File: config.mk
export PLATFORM = sky130hd
export DESIGN_NAME = bgra_unpremultiply_to_rgba_top
export DESIGN_NICKNAME = d
export VERILOG_FILES = /design/src/rtl/bup_pkg.sv /design/src/rtl/bup_prep.sv /design/src/rtl/bup_div_stage.sv /design/src/rtl/bup_pack.sv /design/src/rtl/bgra_unpremultiply_to_rgba_top.sv
export SDC_FILE = /design/constraint.sdc
export NUM_CORES = 1
export LEC_CHECK = 0
export BUFFER_PORTS_ARGS = -buffer_cell sky130_fd_sc_hd__buf_2
export CAP_MARGIN = 30
export CORE_ASPECT_RATIO = 0.75
export CORE_UTILIZATION = 40
export CTS_BUF_LIST = sky130_fd_sc_hd__clkbuf_2 sky130_fd_sc_hd__clkbuf_4 sky130_fd_sc_hd__clkbuf_8
export CTS_CLUSTER_SIZE = 25
export DETAILED_ROUTE_END_ITERATION = 10
export PLACE_DENSITY = 0.61
export SETUP_SLACK_MARGIN = 0.15
export SKIP_LAST_GASP = 1
export SLEW_MARGIN = 15
export SYNTH_ARGS = -nofsm -noshare
export SYNTH_HDL_FRONTEND = slang
export SYNTH_HIERARCHICAL = 1
export SYNTH_SLANG_ARGS = --single-unit
File: constraint.sdc
create_clock -name clk_i -period 20.5 [get_ports clk_i]
set_input_delay 4.1 -clock clk_i [delete_from_list [all_inputs] [get_ports clk_i]]
set_output_delay 4.1 -clock clk_i [all_outputs]
set_load 0.05 [all_outputs]
File: src/rtl/bup_pkg.sv
// Shared types and constants for the BGRA un-premultiply pipeline.
package bup_pkg;

  localparam int unsigned PIXEL_W    = 32;
  localparam int unsigned CH_W       = 8;
  localparam int unsigned NUM_CH     = 3;
  // Width of channel * 255 (the dividend of each lane).
  localparam int unsigned NUM_W      = 2 * CH_W;
  // Restoring division steps done by one pipeline stage.
  localparam int unsigned DIV_STEPS  = 4;
  localparam int unsigned DIV_STAGES = NUM_W / DIV_STEPS;
  // Input register, division stages and output register.
  localparam int unsigned PIPE_DEPTH = DIV_STAGES + 2;

  localparam logic [CH_W-1:0] ALPHA_ZERO = '0;

  // Lane index for each colour channel, in input byte order.
  localparam int unsigned CH_BLUE  = 0;
  localparam int unsigned CH_GREEN = 1;
  localparam int unsigned CH_RED   = 2;

  typedef logic [NUM_CH-1:0][CH_W-1:0]  ch_rem_t;
  typedef logic [NUM_CH-1:0][NUM_W-1:0] ch_work_t;

  // Data carried from stage to stage. The work word holds the dividend bits
  // not yet used in its high end and the quotient bits found in its low end.
  typedef struct packed {
    ch_rem_t             rem;
    ch_work_t            work;
    logic [PIXEL_W-1:0]  pixel;
  } div_data_t;

  function automatic logic [CH_W-1:0] alpha_of(input logic [PIXEL_W-1:0] px);
    return px[PIXEL_W-1 -: CH_W];
  endfunction

endpackage

File: src/rtl/bup_prep.sv
// Input register: splits the pixel and forms channel * 255 for each lane.
module bup_prep (
  input  logic                        clk_i,
  input  logic                        rst_ni,
  input  logic                        en_i,
  input  logic                        valid_i,
  input  logic [bup_pkg::PIXEL_W-1:0] pixel_i,
  output logic                        valid_o,
  output bup_pkg::div_data_t          data_o
);
  import bup_pkg::*;

  logic      valid_q;
  div_data_t data_d;
  div_data_t data_q;

  always_comb begin
    data_d.pixel = pixel_i;
    data_d.rem   = '0;
    for (int unsigned c = 0; c < NUM_CH; c++) begin
      // c * 255 as (c << 8) - c.
      data_d.work[c] = {pixel_i[c*CH_W +: CH_W], {CH_W{1'b0}}}
                     - {{CH_W{1'b0}}, pixel_i[c*CH_W +: CH_W]};
    end
  end

  always_ff @(posedge clk_i or negedge rst_ni) begin
    if (!rst_ni) begin
      valid_q <= 1'b0;
    end else if (en_i) begin
      valid_q <= valid_i;
    end
  end

  always_ff @(posedge clk_i) begin
    if (en_i) begin
      data_q <= data_d;
    end
  end

  assign valid_o = valid_q;
  assign data_o  = data_q;

endmodule

File: src/rtl/bup_div_stage.sv
// One division stage: a few restoring steps on all three colour lanes.
module bup_div_stage (
  input  logic               clk_i,
  input  logic               rst_ni,
  input  logic               en_i,
  input  logic               valid_i,
  input  bup_pkg::div_data_t data_i,
  output logic               valid_o,
  output bup_pkg::div_data_t data_o
);
  import bup_pkg::*;

  logic      valid_q;
  div_data_t data_d;
  div_data_t data_q;

  always_comb begin
    logic [CH_W-1:0]  divisor;
    logic [CH_W:0]    trial;
    logic [CH_W-1:0]  rem;
    logic [NUM_W-1:0] work;
    divisor      = alpha_of(data_i.pixel);
    data_d       = data_i;
    for (int unsigned c = 0; c < NUM_CH; c++) begin
      rem  = data_i.rem[c];
      work = data_i.work[c];
      for (int unsigned s = 0; s < DIV_STEPS; s++) begin
        // Bring down the next dividend bit; for a nonzero divisor the remainder
        // stays below it, so it fits in one byte after the subtract.
        trial = {rem, work[NUM_W-1]};
        work  = {work[NUM_W-2:0], 1'b0};
        if (trial >= {1'b0, divisor}) begin
          trial   = trial - {1'b0, divisor};
          work[0] = 1'b1;
        end
        rem = trial[CH_W-1:0];
      end
      data_d.rem[c]  = rem;
      data_d.work[c] = work;
    end
  end

  always_ff @(posedge clk_i or negedge rst_ni) begin
    if (!rst_ni) begin
      valid_q <= 1'b0;
    end else if (en_i) begin
      valid_q <= valid_i;
    end
  end

  always_ff @(posedge clk_i) begin
    if (en_i) begin
      data_q <= data_d;
    end
  end

  assign valid_o = valid_q;
  assign data_o  = data_q;

endmodule

File: src/rtl/bup_pack.sv
// Output register: picks pass-through or the reordered, scaled pixel.
module bup_pack (
  input  logic                        clk_i,
  input  logic                        rst_ni,
  input  logic                        en_i,
  input  logic                        valid_i,
  input  bup_pkg::div_data_t          data_i,
  output logic                        valid_o,
  output logic [bup_pkg::PIXEL_W-1:0] pixel_o
);
  import bup_pkg::*;

  logic               valid_q;
  logic [PIXEL_W-1:0] pixel_d;
  logic [PIXEL_W-1:0] pixel_q;
  logic [CH_W-1:0]    alpha;

  always_comb begin
    alpha = alpha_of(data_i.pixel);
    if (alpha == ALPHA_ZERO) begin
      // Fully transparent words leave unchanged, bytes not swapped.
      pixel_d = data_i.pixel;
    end else begin
      // Only the low byte of each quotient is kept.
      pixel_d = {alpha,
                 data_i.work[CH_BLUE][CH_W-1:0],
                 data_i.work[CH_GREEN][CH_W-1:0],
                 data_i.work[CH_RED][CH_W-1:0]};
    end
  end

  always_ff @(posedge clk_i or negedge rst_ni) begin
    if (!rst_ni) begin
      valid_q <= 1'b0;
    end else if (en_i) begin
      valid_q <= valid_i;
    end
  end

  always_ff @(posedge clk_i) begin
    if (en_i) begin
      pixel_q <= pixel_d;
    end
  end

  assign valid_o = valid_q;
  assign pixel_o = pixel_q;

endmodule

File: src/rtl/bgra_unpremultiply_to_rgba_top.sv
// Top level of the BGRA premultiplied to RGBA straight-alpha converter.
//
//   Channel   Dir  Handshake                        Payload
//   s_axis    in   s_axis_tvalid_i/s_axis_tready_o  tdata[31:0] = pixel_in
//   m_axis    out  m_axis_tvalid_o/m_axis_tready_i  tdata[31:0] = pixel_out
//
// One request is taken and one result leaves every cycle while the output is
// not stalled. The path is an input register, four division stages and an
// output register. Each division stage runs four restoring steps per lane,
// and the sixteen quotient bits of the three colour lanes set the depth.
// Reset clears every stage's valid bit; the data registers are not reset.
// A stall at the output backs up only as far as empty stages allow: each
// stage loads whenever it is empty or the stage after it loads, so bubbles
// are squeezed out and no request is lost or repeated.
module bgra_unpremultiply_to_rgba_top (
  input  logic        clk_i,
  input  logic        rst_ni,
  input  logic        s_axis_tvalid_i,
  output logic        s_axis_tready_o,
  input  logic [31:0] s_axis_tdata_i,   // [31:0] pixel_in
  output logic        m_axis_tvalid_o,
  input  logic        m_axis_tready_i,
  output logic [31:0] m_axis_tdata_o    // [31:0] pixel_out
);
  import bup_pkg::*;

  // Stage 0 is the input register, stages 1 to DIV_STAGES divide, and the
  // last one is the output register.
  logic [PIPE_DEPTH-1:0] stage_en;
  logic [PIPE_DEPTH-1:0] stage_valid;
  div_data_t             stage_data [DIV_STAGES+1];

  // Ready travels backward: a stage may load when it is empty or when the
  // stage downstream takes its present contents in the same cycle.
  always_comb begin
    stage_en[PIPE_DEPTH-1] = !stage_valid[PIPE_DEPTH-1] || m_axis_tready_i;
    for (int k = PIPE_DEPTH - 2; k >= 0; k--) begin
      stage_en[k] = !stage_valid[k] || stage_en[k+1];
    end
  end

  assign s_axis_tready_o = stage_en[0];

  bup_prep u_prep (
    .clk_i   (clk_i),
    .rst_ni  (rst_ni),
    .en_i    (stage_en[0]),
    .valid_i (s_axis_tvalid_i),
    .pixel_i (s_axis_tdata_i),
    .valid_o (stage_valid[0]),
    .data_o  (stage_data[0])
  );

  // Each division stage consumes four dividend bits of every lane.
  for (genvar g = 1; g <= DIV_STAGES; g++) begin : g_div
    bup_div_stage u_div (
      .clk_i   (clk_i),
      .rst_ni  (rst_ni),
      .en_i    (stage_en[g]),
      .valid_i (stage_valid[g-1]),
      .data_i  (stage_data[g-1]),
      .valid_o (stage_valid[g]),
      .data_o  (stage_data[g])
    );
  end

  bup_pack u_pack (
    .clk_i   (clk_i),
    .rst_ni  (rst_ni),
    .en_i    (stage_en[PIPE_DEPTH-1]),
    .valid_i (stage_valid[DIV_STAGES]),
    .data_i  (stage_data[DIV_STAGES]),
    .valid_o (stage_valid[PIPE_DEPTH-1]),
    .pixel_o (m_axis_tdata_o)
  );

  assign m_axis_tvalid_o = stage_valid[PIPE_DEPTH-1];

endmodule

Yosys cells after proc, flatten, opt, wreduce, memory -nomap -nowiden
Index checks and enable logic that the tools add are counted.
{ "word_totals": {"ff_bits": 486, "latchBits": 0, "ram_bits": 0, "rom_bits": 0, "in_bits": 36, "out_inout_bits": 34, "elab_cells": 239, "memories": 0} }
{ "op_classes": {"n_addsub": 48, "n_mul": 0, "div": 0, "order_cmp": 48, "eq_ne": 0, "shift": 0, "n_mux": 94, "bitwise": 0, "n_reduce_logical": 13} }
{ "op_table": {"columns": ["operator", "count"], "rows": [
  ["9-bit by 8-bit greater-or-equal comparator with 1-bit output", 45],
  ["8-bit two-way mux", 45],
  ["8-bit subtractor", 42],
  ["1-bit two-way mux", 48],
  ["16-bit by 8-bit subtractor with 16-bit output", 3],
  ["1-bit by 8-bit greater-or-equal comparator with 1-bit output", 3],
  ["24-bit two-way mux", 1],
  ["1-bit by 8-bit subtractor with 8-bit output", 3],
  ["8-bit zero test", 1],
  ["1-bit zero test", 6],
  ["1-bit logical OR", 6]
]} }

Depth between registers and ports, before layout
{ "logic_depth": {"ltp_word": 8, "depth_mapped": 42, "mapped_depth_nobuf": 40} }

Modules after synthesis
Netlist, hierarchy kept.
{ "by_module_without_submodules": {"columns": ["mod", "instances", "cells_per_inst", "area_per_inst_um2", "seq_area_each_um2"], "rows": [
  ["bup_div_stage at g_div[4].u_div", 1, 818, 8629.5, 3148.0],
  ["bup_div_stage at g_div[2].u_div", 1, 774, 8331.7, 3148.0],
  ["bup_div_stage at g_div[3].u_div", 1, 799, 8301.7, 3148.0],
  ["bup_div_stage at g_div[1].u_div", 1, 749, 8116.5, 3148.0],
  ["bup_prep", 1, 235, 3400.8, 2337.2],
  ["bup_pack", 1, 63, 1381.3, 985.9],
  ["bgra_unpremultiply_to_rgba_top", 1, 7, 42.5, 0.0]
]} }

Worst setup path after synthesis
Ideal clock, no wire load.
{ "synth_timing": {"path_kind": "in2out", "from": "input port m_axis_tready_i", "to": "output port s_axis_tready_o", "arrival_ns": 6.970, "t_required_ns": 16.400, "slack_ns": 9.430, "cell_stages": 2, "cell_sequence": "and4b_1 nand4_1"} }
{ "synth_between": {"elab_chain_len": 6} }
{ "synth_rtl": {"columns": ["item", "line_no", "text"], "rows": [
  ["start: declaration", "bgra_unpremultiply_to_rgba_top.sv:22", "input logic m_axis_tready_i,"],
  ["1-bit logical OR", "bgra_unpremultiply_to_rgba_top.sv:36", "stage_en[PIPE_DEPTH-1] = !stage_valid[PIPE_DEPTH-1] || m_axis_tready_i;"],
  ["1-bit logical OR (5 in series)", "bgra_unpremultiply_to_rgba_top.sv:38", "stage_en[k] = !stage_valid[k] || stage_en[k+1];"],
  ["end: declaration", "bgra_unpremultiply_to_rgba_top.sv:19", "output logic s_axis_tready_o,"]
]} }
Every way passes these cells.

==> results.cfg <==
[sta]
portion_of_the_clock_cycle_consumed_by_the_worst_path_in_the_final_layout = 0.500
timing.final.setup_violations = 0
fmax_mhz = 97.5
rsz0062_at_grt = no
slew_viol_final = 0
max_slew_headroom = 0.383
hold_viol = 0
fin_setup_tns_ns = 0
actual_transition_at_the_worst_max_transition_pin_ns = 0.925
final.min_clock_period_ns = 10.25
finalClockSkew_ns = 0.0380

[place]
rd_place_congestion = 0.928
numPortBuffers = 69
detailedPlacementHpwl_um = 64600
postPlaceCellArea_um2 = 36100

[finish]
fillerInstances = 7928
area_growth_from_synthesis_to_layout_pct = 9.38
final_layout_size_suffix_gt1_frac = 0.145
final_net_count = 3856
layout.cells.most_common_list = sky130_fd_sc_hd__edfxtp_1, sky130_fd_sc_hd__ha_1, sky130_fd_sc_hd__inv_1
mostFrequentLayoutCell = sky130_fd_sc_hd__edfxtp_1
final_cell_area_um2 = 37500

[detailed_routing]
detail-route-antenna-nets = 0
post_drt_via_cell_ratio = 5.50
remaining_design_rule_violation_count = 0
routed-via-count = 25100
routed_wire_length_per_instance_um = 18.5
wl_um = 84700
drt_iter0_drc = 1956
drt-pass1-iter-count = 5

[outcome]
result_of_the_run = finished, final reports clean

[floorplanning]
floorplan.die.height_um = 255
area_inside_the_core_boundary_um2 = 84400
die_area_um2 = 86800
ioPinCount = 70
starting_density_of_the_core = 0.406
fp.dieW_um = 340
rows = 92

[clocking]
clock_tree.htree_level_count = 3
tritoncts = built
postCtsResizedCells = 0
cts_setup_buffers = 0
path_clk_slew_ns = 0.07
root_buffer = sky130_fd_sc_hd__clkbuf_8
cts.hold.buffers_added = 0
cts_inserted_buffers = 71
cts.path.max_buffers = 3
tritoncts_num_sinks = 423
clkLatencyLatePin_ns = 0.67

[setup_path]
slowest_stage_cell_cp = sky130_fd_sc_hd__a311oi_2
worstSetupStartpoint = g_div[1].u_div/data_o[30]
timing.setup.critical_path_class = flip-flop to flip-flop
critPathMaxStageDelay_ns = 0.73
worst_r2r_startpoint = g_div[1].u_div/data_o[30]
critPathLaunchType = flip-flop
crit_top_cell = sky130_fd_sc_hd__o21ai_0
worstRegToRegCells = 38
critical_path.max_fanout = 12
crit_path_end_kind = flip-flop
crit-reg2reg-capture = g_div[2].u_div/data_o[84]
endpoint = g_div[2].u_div/data_o[84]
critPathRequiredTime_ns = 20.92
worst-endpoint-arrival_ns = 10.67
ff2ff_setup_slack_ns = 10.25

[synthesis]
synth.avg_cell_area_um2 = 10.6
ys.warnings.count = 6
synth_cells = 3243
syn-cell-area_um2 = 34200

[grt]
grt_antenna_before_repair = 5
global_route.usage.total = 0.193
grt_pass1_wl_um = 133000
vias_in_the_first_global_route = 24000
sum_of_overflow_across_all_layers_after_global_routing = 0
grt_start_max_net_pins = 62

[hold_path]
hold_class = flip-flop to flip-flop

[flow_run]
drv.max_cap_violation_count = 0
[state kept, by name (all words and copies together), names as in the netlist]
name,count
g_div.u_div/data_o,308
u_prep/data_o,77
u_pack/pixel_o,32
g_div.u_div/valid_o,4
u_pack/valid_o,1
u_prep/valid_o,1
[per-layer routing]
metal,up-vias,share of wire,GRT usage
met3,111,0.063,0.0350
met5,-,0,0
met1,11900,0.51,0.295
met2,651,0.40,0.273
met4,0,0.021,0.0518
li1,12500,-,-
[critical path: cells and delay by family (launching register included)]
family | cells | cell delay, ns
AOI/OAI and AO/OA | 19 | 5.07
muxes | 2 | 0.82
DFF | 1 | 0.38
adders and majority gates | 4 | 1.35
and+or+nand+nor | 8 | 1.27
buffers and inverters | 5 | 1.07
[stage by stage]
stage | worst slack (ns) | util | hold WS [ns] | std cells
5_1_grt | 9.28 | 0.444 | 0.406 | 4566
6_report | 10.25 | 0.444 | 0.405 | 4566
4_1_cts | 10.35 | 0.443 | 0.406 | 4562
3_3_place_gp | 10.62 | 0.426 | 0.400 | 4432
2_1_floorplan | 9.43 | - | 0.400 | 3266
3_5_place_dp | 10.37 | 0.427 | 0.405 | 4437
[area by class of cell]
type	instances	area, um2	area share
multi-input cells	2534	20400	0.544
flip-flops and latches	423	12700	0.338
well taps	1128	1410	0.0377
clock buffers	91	1130	0.0303
inverters	246	927	0.0248
repair buffers	109	736	0.0196
clock inverters	34	211	0.00565
diodes	1	2.50	0.0000668
[worst min path at each step]
stage,startpoint,endpoint,cells past startpoint
after floorplan,u_prep/data_o[10],g_div[1].u_div/data_o[10],0
after global placement,g_div[1].u_div/data_o[72],g_div[2].u_div/data_o[76],0
after detailed placement,u_prep/data_o[10],g_div[1].u_div/data_o[10],0
after CTS,g_div[2].u_div/data_o[72],g_div[3].u_div/data_o[76],0
after global routing,g_div[1].u_div/data_o[8],g_div[2].u_div/data_o[8],0
final,g_div[1].u_div/data_o[8],g_div[2].u_div/data_o[8],0
Power is not shown: default switching activity piles up to over one toggle a cycle in this logic, so the estimate is an artifact.
